## src/hw/rtl/spq_pkg.sv

```systemverilog
// Shared types and constants for the stable priority queue unit.
// Used by spq_ctrl, spq_datapath and stable_priority_queue_unit; no dependencies.
package spq_pkg;

    localparam int DEPTH_DEF      = 16;
    localparam int ID_WIDTH_DEF   = 8;
    localparam int PRIO_WIDTH_DEF = 8;

    // Operation codes on the func field
    typedef enum logic [0:0] {
        FUNC_INSERT = 1'b0,
        FUNC_POP    = 1'b1
    } func_t;

    // Output register occupancy
    typedef enum logic [0:0] {
        ST_IDLE = 1'b0,
        ST_HOLD = 1'b1
    } state_t;

    // Controller to datapath
    typedef struct packed {
        logic load;        // capture a result this cycle
        logic insert;      // write the request into the store
        logic pop;         // remove the head entry
        logic flag_full;   // insert dropped
        logic flag_empty;  // pop on an empty store
    } cmd_t;

    // Datapath to controller
    typedef struct packed {
        logic full;
        logic empty;
    } status_t;

endpackage

```

## src/hw/rtl/stable_priority_queue_unit.sv

```systemverilog
// Channel   Handshake              Payload
// in        in_valid / in_stall    func, req_id, req_priority
// rsp       rsp_valid / rsp_stall  out_id, out_valid, was_empty, was_full, fill_count
//
// One operation per cycle: an insert or pop updates the sorted cell row in the
// cycle of its transfer, and the result appears from the result register next cycle.
// The result register is the only buffer, so in_stall follows rsp_stall while a
// result is held. Reset clears the occupancy and control; entries carry no reset.
// Top level of the stable priority queue. Depends on spq_pkg, spq_ctrl, spq_datapath.
module stable_priority_queue_unit #(
    parameter int DEPTH      = spq_pkg::DEPTH_DEF,
    parameter int ID_WIDTH   = spq_pkg::ID_WIDTH_DEF,
    parameter int PRIO_WIDTH = spq_pkg::PRIO_WIDTH_DEF
) (
    input  logic                         clk,
    input  logic                         rst_n,
    input  logic                         in_valid,
    output logic                         in_stall,
    input  logic                         func,
    input  logic [ID_WIDTH-1:0]          req_id,
    input  logic [PRIO_WIDTH-1:0]        req_priority,
    output logic                         rsp_valid,
    input  logic                         rsp_stall,
    output logic [ID_WIDTH-1:0]          out_id,
    output logic                         out_valid,
    output logic                         was_empty,
    output logic                         was_full,
    output logic [$clog2(DEPTH+1)-1:0]   fill_count
);

    spq_pkg::cmd_t    cmd;
    spq_pkg::status_t status;

    spq_ctrl u_ctrl (
        .clk       (clk),
        .rst_n     (rst_n),
        .in_valid  (in_valid),
        .in_stall  (in_stall),
        .func      (func),
        .rsp_valid (rsp_valid),
        .rsp_stall (rsp_stall),
        .status    (status),
        .cmd       (cmd)
    );

    spq_datapath #(
        .DEPTH      (DEPTH),
        .ID_WIDTH   (ID_WIDTH),
        .PRIO_WIDTH (PRIO_WIDTH)
    ) u_datapath (
        .clk          (clk),
        .rst_n        (rst_n),
        .cmd          (cmd),
        .status       (status),
        .req_id       (req_id),
        .req_priority (req_priority),
        .out_id       (out_id),
        .out_valid    (out_valid),
        .was_empty    (was_empty),
        .was_full     (was_full),
        .fill_count   (fill_count)
    );

`ifndef SYNTHESIS
    localparam int CW = $clog2(DEPTH + 1);

    a_flags_exclusive: assert property (@(posedge clk) disable iff (!rst_n)
        rsp_valid && out_valid |-> !was_empty && !was_full)
        else $error("popped entry reported together with empty or full flag");

    a_count_bound: assert property (@(posedge clk) disable iff (!rst_n)
        rsp_valid |-> fill_count <= CW'(DEPTH))
        else $error("fill count above depth");

    a_full_count: assert property (@(posedge clk) disable iff (!rst_n)
        rsp_valid && was_full |-> fill_count == CW'(DEPTH))
        else $error("insert dropped while store not full");

    a_empty_count: assert property (@(posedge clk) disable iff (!rst_n)
        rsp_valid && was_empty |-> fill_count == '0 && out_id == '0)
        else $error("empty pop with entries present");
`endif

endmodule

```

## src/hw/rtl/spq_ctrl.sv

```systemverilog
// Controller for the stable priority queue: input acceptance, result hold
// and command generation. Depends on spq_pkg.
module spq_ctrl (
    input  logic               clk,
    input  logic               rst_n,
    input  logic               in_valid,
    output logic               in_stall,
    input  logic               func,
    output logic               rsp_valid,
    input  logic               rsp_stall,
    input  spq_pkg::status_t   status,
    output spq_pkg::cmd_t      cmd
);

    spq_pkg::state_t state_reg;
    spq_pkg::state_t state_next;
    logic            accept;
    logic            is_pop;

    assign is_pop = (func == spq_pkg::FUNC_POP);

    // Next state
    always_comb
    begin
        state_next = state_reg;
        case (state_reg)
            spq_pkg::ST_IDLE:
            begin
                if (accept)
                begin
                    state_next = spq_pkg::ST_HOLD;
                end
            end
            spq_pkg::ST_HOLD:
            begin
                if (!rsp_stall && !accept)
                begin
                    state_next = spq_pkg::ST_IDLE;
                end
            end
            default:
            begin
                state_next = spq_pkg::ST_IDLE;
            end
        endcase
    end

    // Outputs
    always_comb
    begin
        in_stall  = 1'b0;
        rsp_valid = 1'b0;
        case (state_reg)
            spq_pkg::ST_IDLE:
            begin
                in_stall  = 1'b0;
                rsp_valid = 1'b0;
            end
            spq_pkg::ST_HOLD:
            begin
                // take a new transfer only while the held result leaves
                in_stall  = rsp_stall;
                rsp_valid = 1'b1;
            end
            default:
            begin
                in_stall  = 1'b1;
                rsp_valid = 1'b0;
            end
        endcase
        accept         = in_valid && !in_stall;
        cmd.load       = accept;
        cmd.insert     = accept && !is_pop && !status.full;
        cmd.pop        = accept && is_pop && !status.empty;
        cmd.flag_full  = accept && !is_pop && status.full;
        cmd.flag_empty = accept && is_pop && status.empty;
    end

    always_ff @(posedge clk or negedge rst_n)
    begin
        if (!rst_n)
        begin
            state_reg <= spq_pkg::ST_IDLE;
        end
        else
        begin
            state_reg <= state_next;
        end
    end

endmodule

```

## src/hw/rtl/spq_datapath.sv

```systemverilog
// Datapath for the stable priority queue: sorted row of entry cells with a
// per-cell compare-and-shift, occupancy counter and result register. Depends on spq_pkg.
module spq_datapath #(
    parameter int DEPTH      = spq_pkg::DEPTH_DEF,
    parameter int ID_WIDTH   = spq_pkg::ID_WIDTH_DEF,
    parameter int PRIO_WIDTH = spq_pkg::PRIO_WIDTH_DEF,
    localparam int CW        = $clog2(DEPTH + 1)
) (
    input  logic                  clk,
    input  logic                  rst_n,
    input  spq_pkg::cmd_t         cmd,
    output spq_pkg::status_t      status,
    input  logic [ID_WIDTH-1:0]   req_id,
    input  logic [PRIO_WIDTH-1:0] req_priority,
    output logic [ID_WIDTH-1:0]   out_id,
    output logic                  out_valid,
    output logic                  was_empty,
    output logic                  was_full,
    output logic [CW-1:0]         fill_count
);

    localparam logic [CW-1:0] FULL_COUNT = CW'(DEPTH);

    logic [ID_WIDTH-1:0]   id_reg   [DEPTH];
    logic [PRIO_WIDTH-1:0] prio_reg [DEPTH];
    logic [DEPTH-1:0]      gt;
    logic [CW-1:0]         occ_reg;
    logic [CW-1:0]         occ_next;

    logic [ID_WIDTH-1:0]   out_id_reg;
    logic                  out_valid_reg;
    logic                  was_empty_reg;
    logic                  was_full_reg;
    logic [CW-1:0]         fill_count_reg;

    assign status.full  = (occ_reg == FULL_COUNT);
    assign status.empty = (occ_reg == '0);

    always_comb
    begin
        occ_next = occ_reg;
        if (cmd.insert)
        begin
            occ_next = occ_reg + CW'(1);
        end
        else if (cmd.pop)
        begin
            occ_next = occ_reg - CW'(1);
        end
    end

    genvar i;
    generate
        for (i = 0; i < DEPTH; i++)
        begin : g_cell
            localparam logic [CW-1:0] IDX = CW'(i);
            logic prev_gt;
            logic at_end;

            // live entry that must move behind the new request
            assign gt[i]  = (IDX < occ_reg) && (prio_reg[i] > req_priority);
            assign at_end = (IDX == occ_reg);

            if (i == 0)
            begin : g_first
                assign prev_gt = 1'b0;
            end
            else
            begin : g_rest
                assign prev_gt = gt[i-1];
            end

            always_ff @(posedge clk)
            begin
                if (cmd.insert)
                begin
                    if (prev_gt)
                    begin
                        if (i > 0)
                        begin
                            id_reg[i]   <= id_reg[(i > 0) ? i - 1 : 0];
                            prio_reg[i] <= prio_reg[(i > 0) ? i - 1 : 0];
                        end
                    end
                    else if (gt[i] || at_end)
                    begin
                        id_reg[i]   <= req_id;
                        prio_reg[i] <= req_priority;
                    end
                end
                else if (cmd.pop)
                begin
                    // advance toward the head
                    if (i < DEPTH - 1)
                    begin
                        id_reg[i]   <= id_reg[(i < DEPTH - 1) ? i + 1 : i];
                        prio_reg[i] <= prio_reg[(i < DEPTH - 1) ? i + 1 : i];
                    end
                end
            end
        end
    endgenerate

    always_ff @(posedge clk or negedge rst_n)
    begin
        if (!rst_n)
        begin
            occ_reg <= '0;
        end
        else
        begin
            occ_reg <= occ_next;
        end
    end

    always_ff @(posedge clk)
    begin
        if (cmd.load)
        begin
            out_id_reg     <= cmd.pop ? id_reg[0] : '0;
            out_valid_reg  <= cmd.pop;
            was_empty_reg  <= cmd.flag_empty;
            was_full_reg   <= cmd.flag_full;
            fill_count_reg <= occ_next;
        end
    end

    assign out_id     = out_id_reg;
    assign out_valid  = out_valid_reg;
    assign was_empty  = was_empty_reg;
    assign was_full   = was_full_reg;
    assign fill_count = fill_count_reg;

endmodule
```

## config.mk

```make
export PLATFORM = sky130hd
export DESIGN_NAME = stable_priority_queue_unit
export DESIGN_NICKNAME = d
export VERILOG_FILES = /design/src/hw/rtl/spq_pkg.sv /design/src/hw/rtl/stable_priority_queue_unit.sv /design/src/hw/rtl/spq_ctrl.sv /design/src/hw/rtl/spq_datapath.sv
export SDC_FILE = /design/constraint.sdc
export NUM_CORES = 1
export LEC_CHECK = 0
export BUFFER_PORTS_ARGS = -buffer_cell sky130_fd_sc_hd__buf_2
export CORE_AREA = 5 5 194 149
export CTS_BUF_LIST = sky130_fd_sc_hd__clkbuf_16
export DETAILED_ROUTE_END_ITERATION = 8
export DIE_AREA = 0 0 199 154
export PLACE_DENSITY = 0.85
export SETUP_SLACK_MARGIN = 0.3
export SLEW_MARGIN = 20
export SYNTH_ARGS = -nofsm -noshare
export SYNTH_HDL_FRONTEND = slang
export SYNTH_SLANG_ARGS = --single-unit
```

## constraint.sdc

```tcl
create_clock -name clk -period 9.39 [get_ports clk]
set_input_delay 1.4085 -clock clk [delete_from_list [all_inputs] [get_ports clk]]
set_output_delay 1.4085 -clock clk [all_outputs]
set_load 0.03 [all_outputs]
```

==> metrics <==
status completed; clock skew about 0.022 ns; # DRC 0; CTS Buf Count 29; drt first pass iters 6; most common cell after layout, fill and taps aside nand2_1; Post CTS Setup Buffer Count 0; min cycle time layout 4.94 ns; GRT overflow 0; I/O pin cnt 39; WS Path Type input pin to flip-flop; clock-pin slew on the worst setup and hold paths 0.06 ns; number of synthesized flops with an enable pin 272; DIE AREA 30600 um2; maximum clock rate a little over 200 MHz; largest net degree at the start of global routing 94; slew at the pin closest to its max-slew limit 1.15 ns; Multi-input gate area 8810 um2; Data required, critical path 9.52 ns; antenna violations before repair 2; setup violators final 0; via/cell ratio 7.02; max-slew violation count 0; Final Net Count 1944; HPWL Detailed approximately 38000 um; Setup crit start kind input pin; WP data arrival 5.07 ns; RSZ-0062 raised after global routing no; insertion delay to the later sink of the worst-skew pair 0.58 ns; via count 15200; Avg WL per Cell between 20 and 25 um; Starting Density 0.669; Row Count 52; post-synthesis sequential area ratio 0.466; vias in the first global route ~14000; TritonCTS Sinks around 280; CTS Buffer Depth 3; share of layout cells above drive strength 1 0.0922; TritonCTS clock tree done; Lkg Pwr 7.23 nW; GRT Total Usage 0.336; power per cell area around 240 nW/um2; total power 4.52 mW; Ys Warns 0; synth unique cells 76; Syn Inst Count 1822; Hold Path Class flip-flop to flip-flop; dpl cell area 18100 um2; Final Instance Area 19000 um2; Total Routed Length approximately 53000 um; Async S/R FF share, synth 0.0216; hold_buf cts 0; most frequent cells in the layout 283 x nand2_1, 272 x edfxtp_1, 190 x a21oi_1; Die Height 154 um; Crit. End Element flip-flop; Post-CTS Resized 0; clock root buffer clkbuf_16; maximum capacitance violations 0; Place WS 3.91 ns; fin crit share 0.526; peak supply drop ~170 uV; Fill cells 1880; Port-buffer cells 38; Mapped Nets around 2000; relative slew slack 0.229; area of the mapped netlist between 15000 and 20000 um2; DR iter-0 viols around 2300; Area Growth Syn to Fin 6.68%; post-route worst setup slack between 4 and 5 ns; setup TNS 0 ns; H-tree depth 1; hold_ws 0.542 ns; Yosys reg bits 278; FF/Latch Area roughly 8300 um2; Routed Antenna Nets 0; GPL Wtd Cong 0.968; top_reg_cell synth edfxtp_1; Mean Syn Cell Area 9.80 um2; Die W 199 um; global-route wire length before repair 81000 um; total core area between 20000 and 30000 um2; CP max FO 92; Final Hold Fails 0
-- area by class of cell --
type / count / share of cell area
well taps: 351 / 0.0231
repair buffers: 67 / 0.0218
clock inverters: 23 / 0.0112
diodes: 2 / 0.000263
flip-flops and latches: 278 / 0.437
multi-input cells: 1383 / 0.462
clock buffers: 29 / 0.0381
inverters: 31 / 0.00637
-- routing by layer --
layer	part of all wire	up-vias	track usage	wire length (um)
met1	0.39	7149	0.500	20500
met5	0	-	0	0
li1	-	6714	-	-
met4	0.031	0	0.105	1630
met3	0.16	148	0.110	8620
met2	0.42	1172	0.468	22000
-- report_power, final --
part	switching (mW)	leakage [nW]	internal, mW
Sequential	0.191	2.61	1.69
Combinational	0.979	4.13	0.486
Clock	0.501	0.490	0.669
Total	1.67	7.23	2.85
-- path summary, 6_finish.rpt --
kind / startpoint / end / slack [ns] / cells past startpoint
max in group asynchronous: rst_n / u_datapath.occ_reg[2] / 8.57 / 1
hold / removal: u_datapath.id_reg[0][3] / u_datapath.out_id[3] / 0.54 / 1
setup / recovery: in_valid / u_datapath.id_reg[14][5] / 4.45 / 7
hold reg to reg: u_datapath.id_reg[0][3] / u_datapath.out_id[3] / 0.54 / 1
setup reg to reg: u_datapath.occ_reg[1] / u_datapath.id_reg[14][5] / 4.45 / 7
min in group asynchronous: rst_n / u_datapath.occ_reg[0] / 0.65 / 1
-- cells in the mapped netlist, drive strengths merged (18+ instances only) --
cell type / instances / share of area
buf: 60 / 0.022
and2: 40 / 0.014
clkbuf: 70 / 0.015
nand2: 285 / 0.060
inv: 31 / 0.0065
nor2: 180 / 0.038
mux2i: 63 / 0.035
edfxtp: 272 / 0.46
o21ai: 121 / 0.034
mux2: 32 / 0.020
nor3: 26 / 0.0081
nand4: 19 / 0.0067
ha: 133 / 0.093
a21oi: 192 / 0.054
nand3: 38 / 0.011
a221o: 18 / 0.010
o211ai: 80 / 0.034
a31oi: 35 / 0.012
-- kinds of logic after synthesis --
group / Yosys count / share of synthesized area
flip-flops: 278 / 0.466
AND/OR/NAND/NOR: 638 / 0.159
adder cells (fa/ha/maj): 133 / 0.0932
buffers and inverters: 161 / 0.0437
AO/OA/AOI/OAI: 512 / 0.180
multiplexers: 95 / 0.0555
XOR/XNOR: 5 / 0.00245
-- worst max-delay path, cell delays in order --
cell	delay, ns
buf_2	0.10
a21bo_2	0.28
inv_1	0.43
nand3_4	0.58
buf_4	0.67
buf_4	0.82
nand2_1	0.69
-- stage by stage --
stage	util	std cells
floorplan	-	1822
global route	0.714	2164
CTS	0.713	2161
global placement	0.677	2109
finish	0.714	2164
detailed placement	0.678	2109
Power figures use the tool's default switching activity.
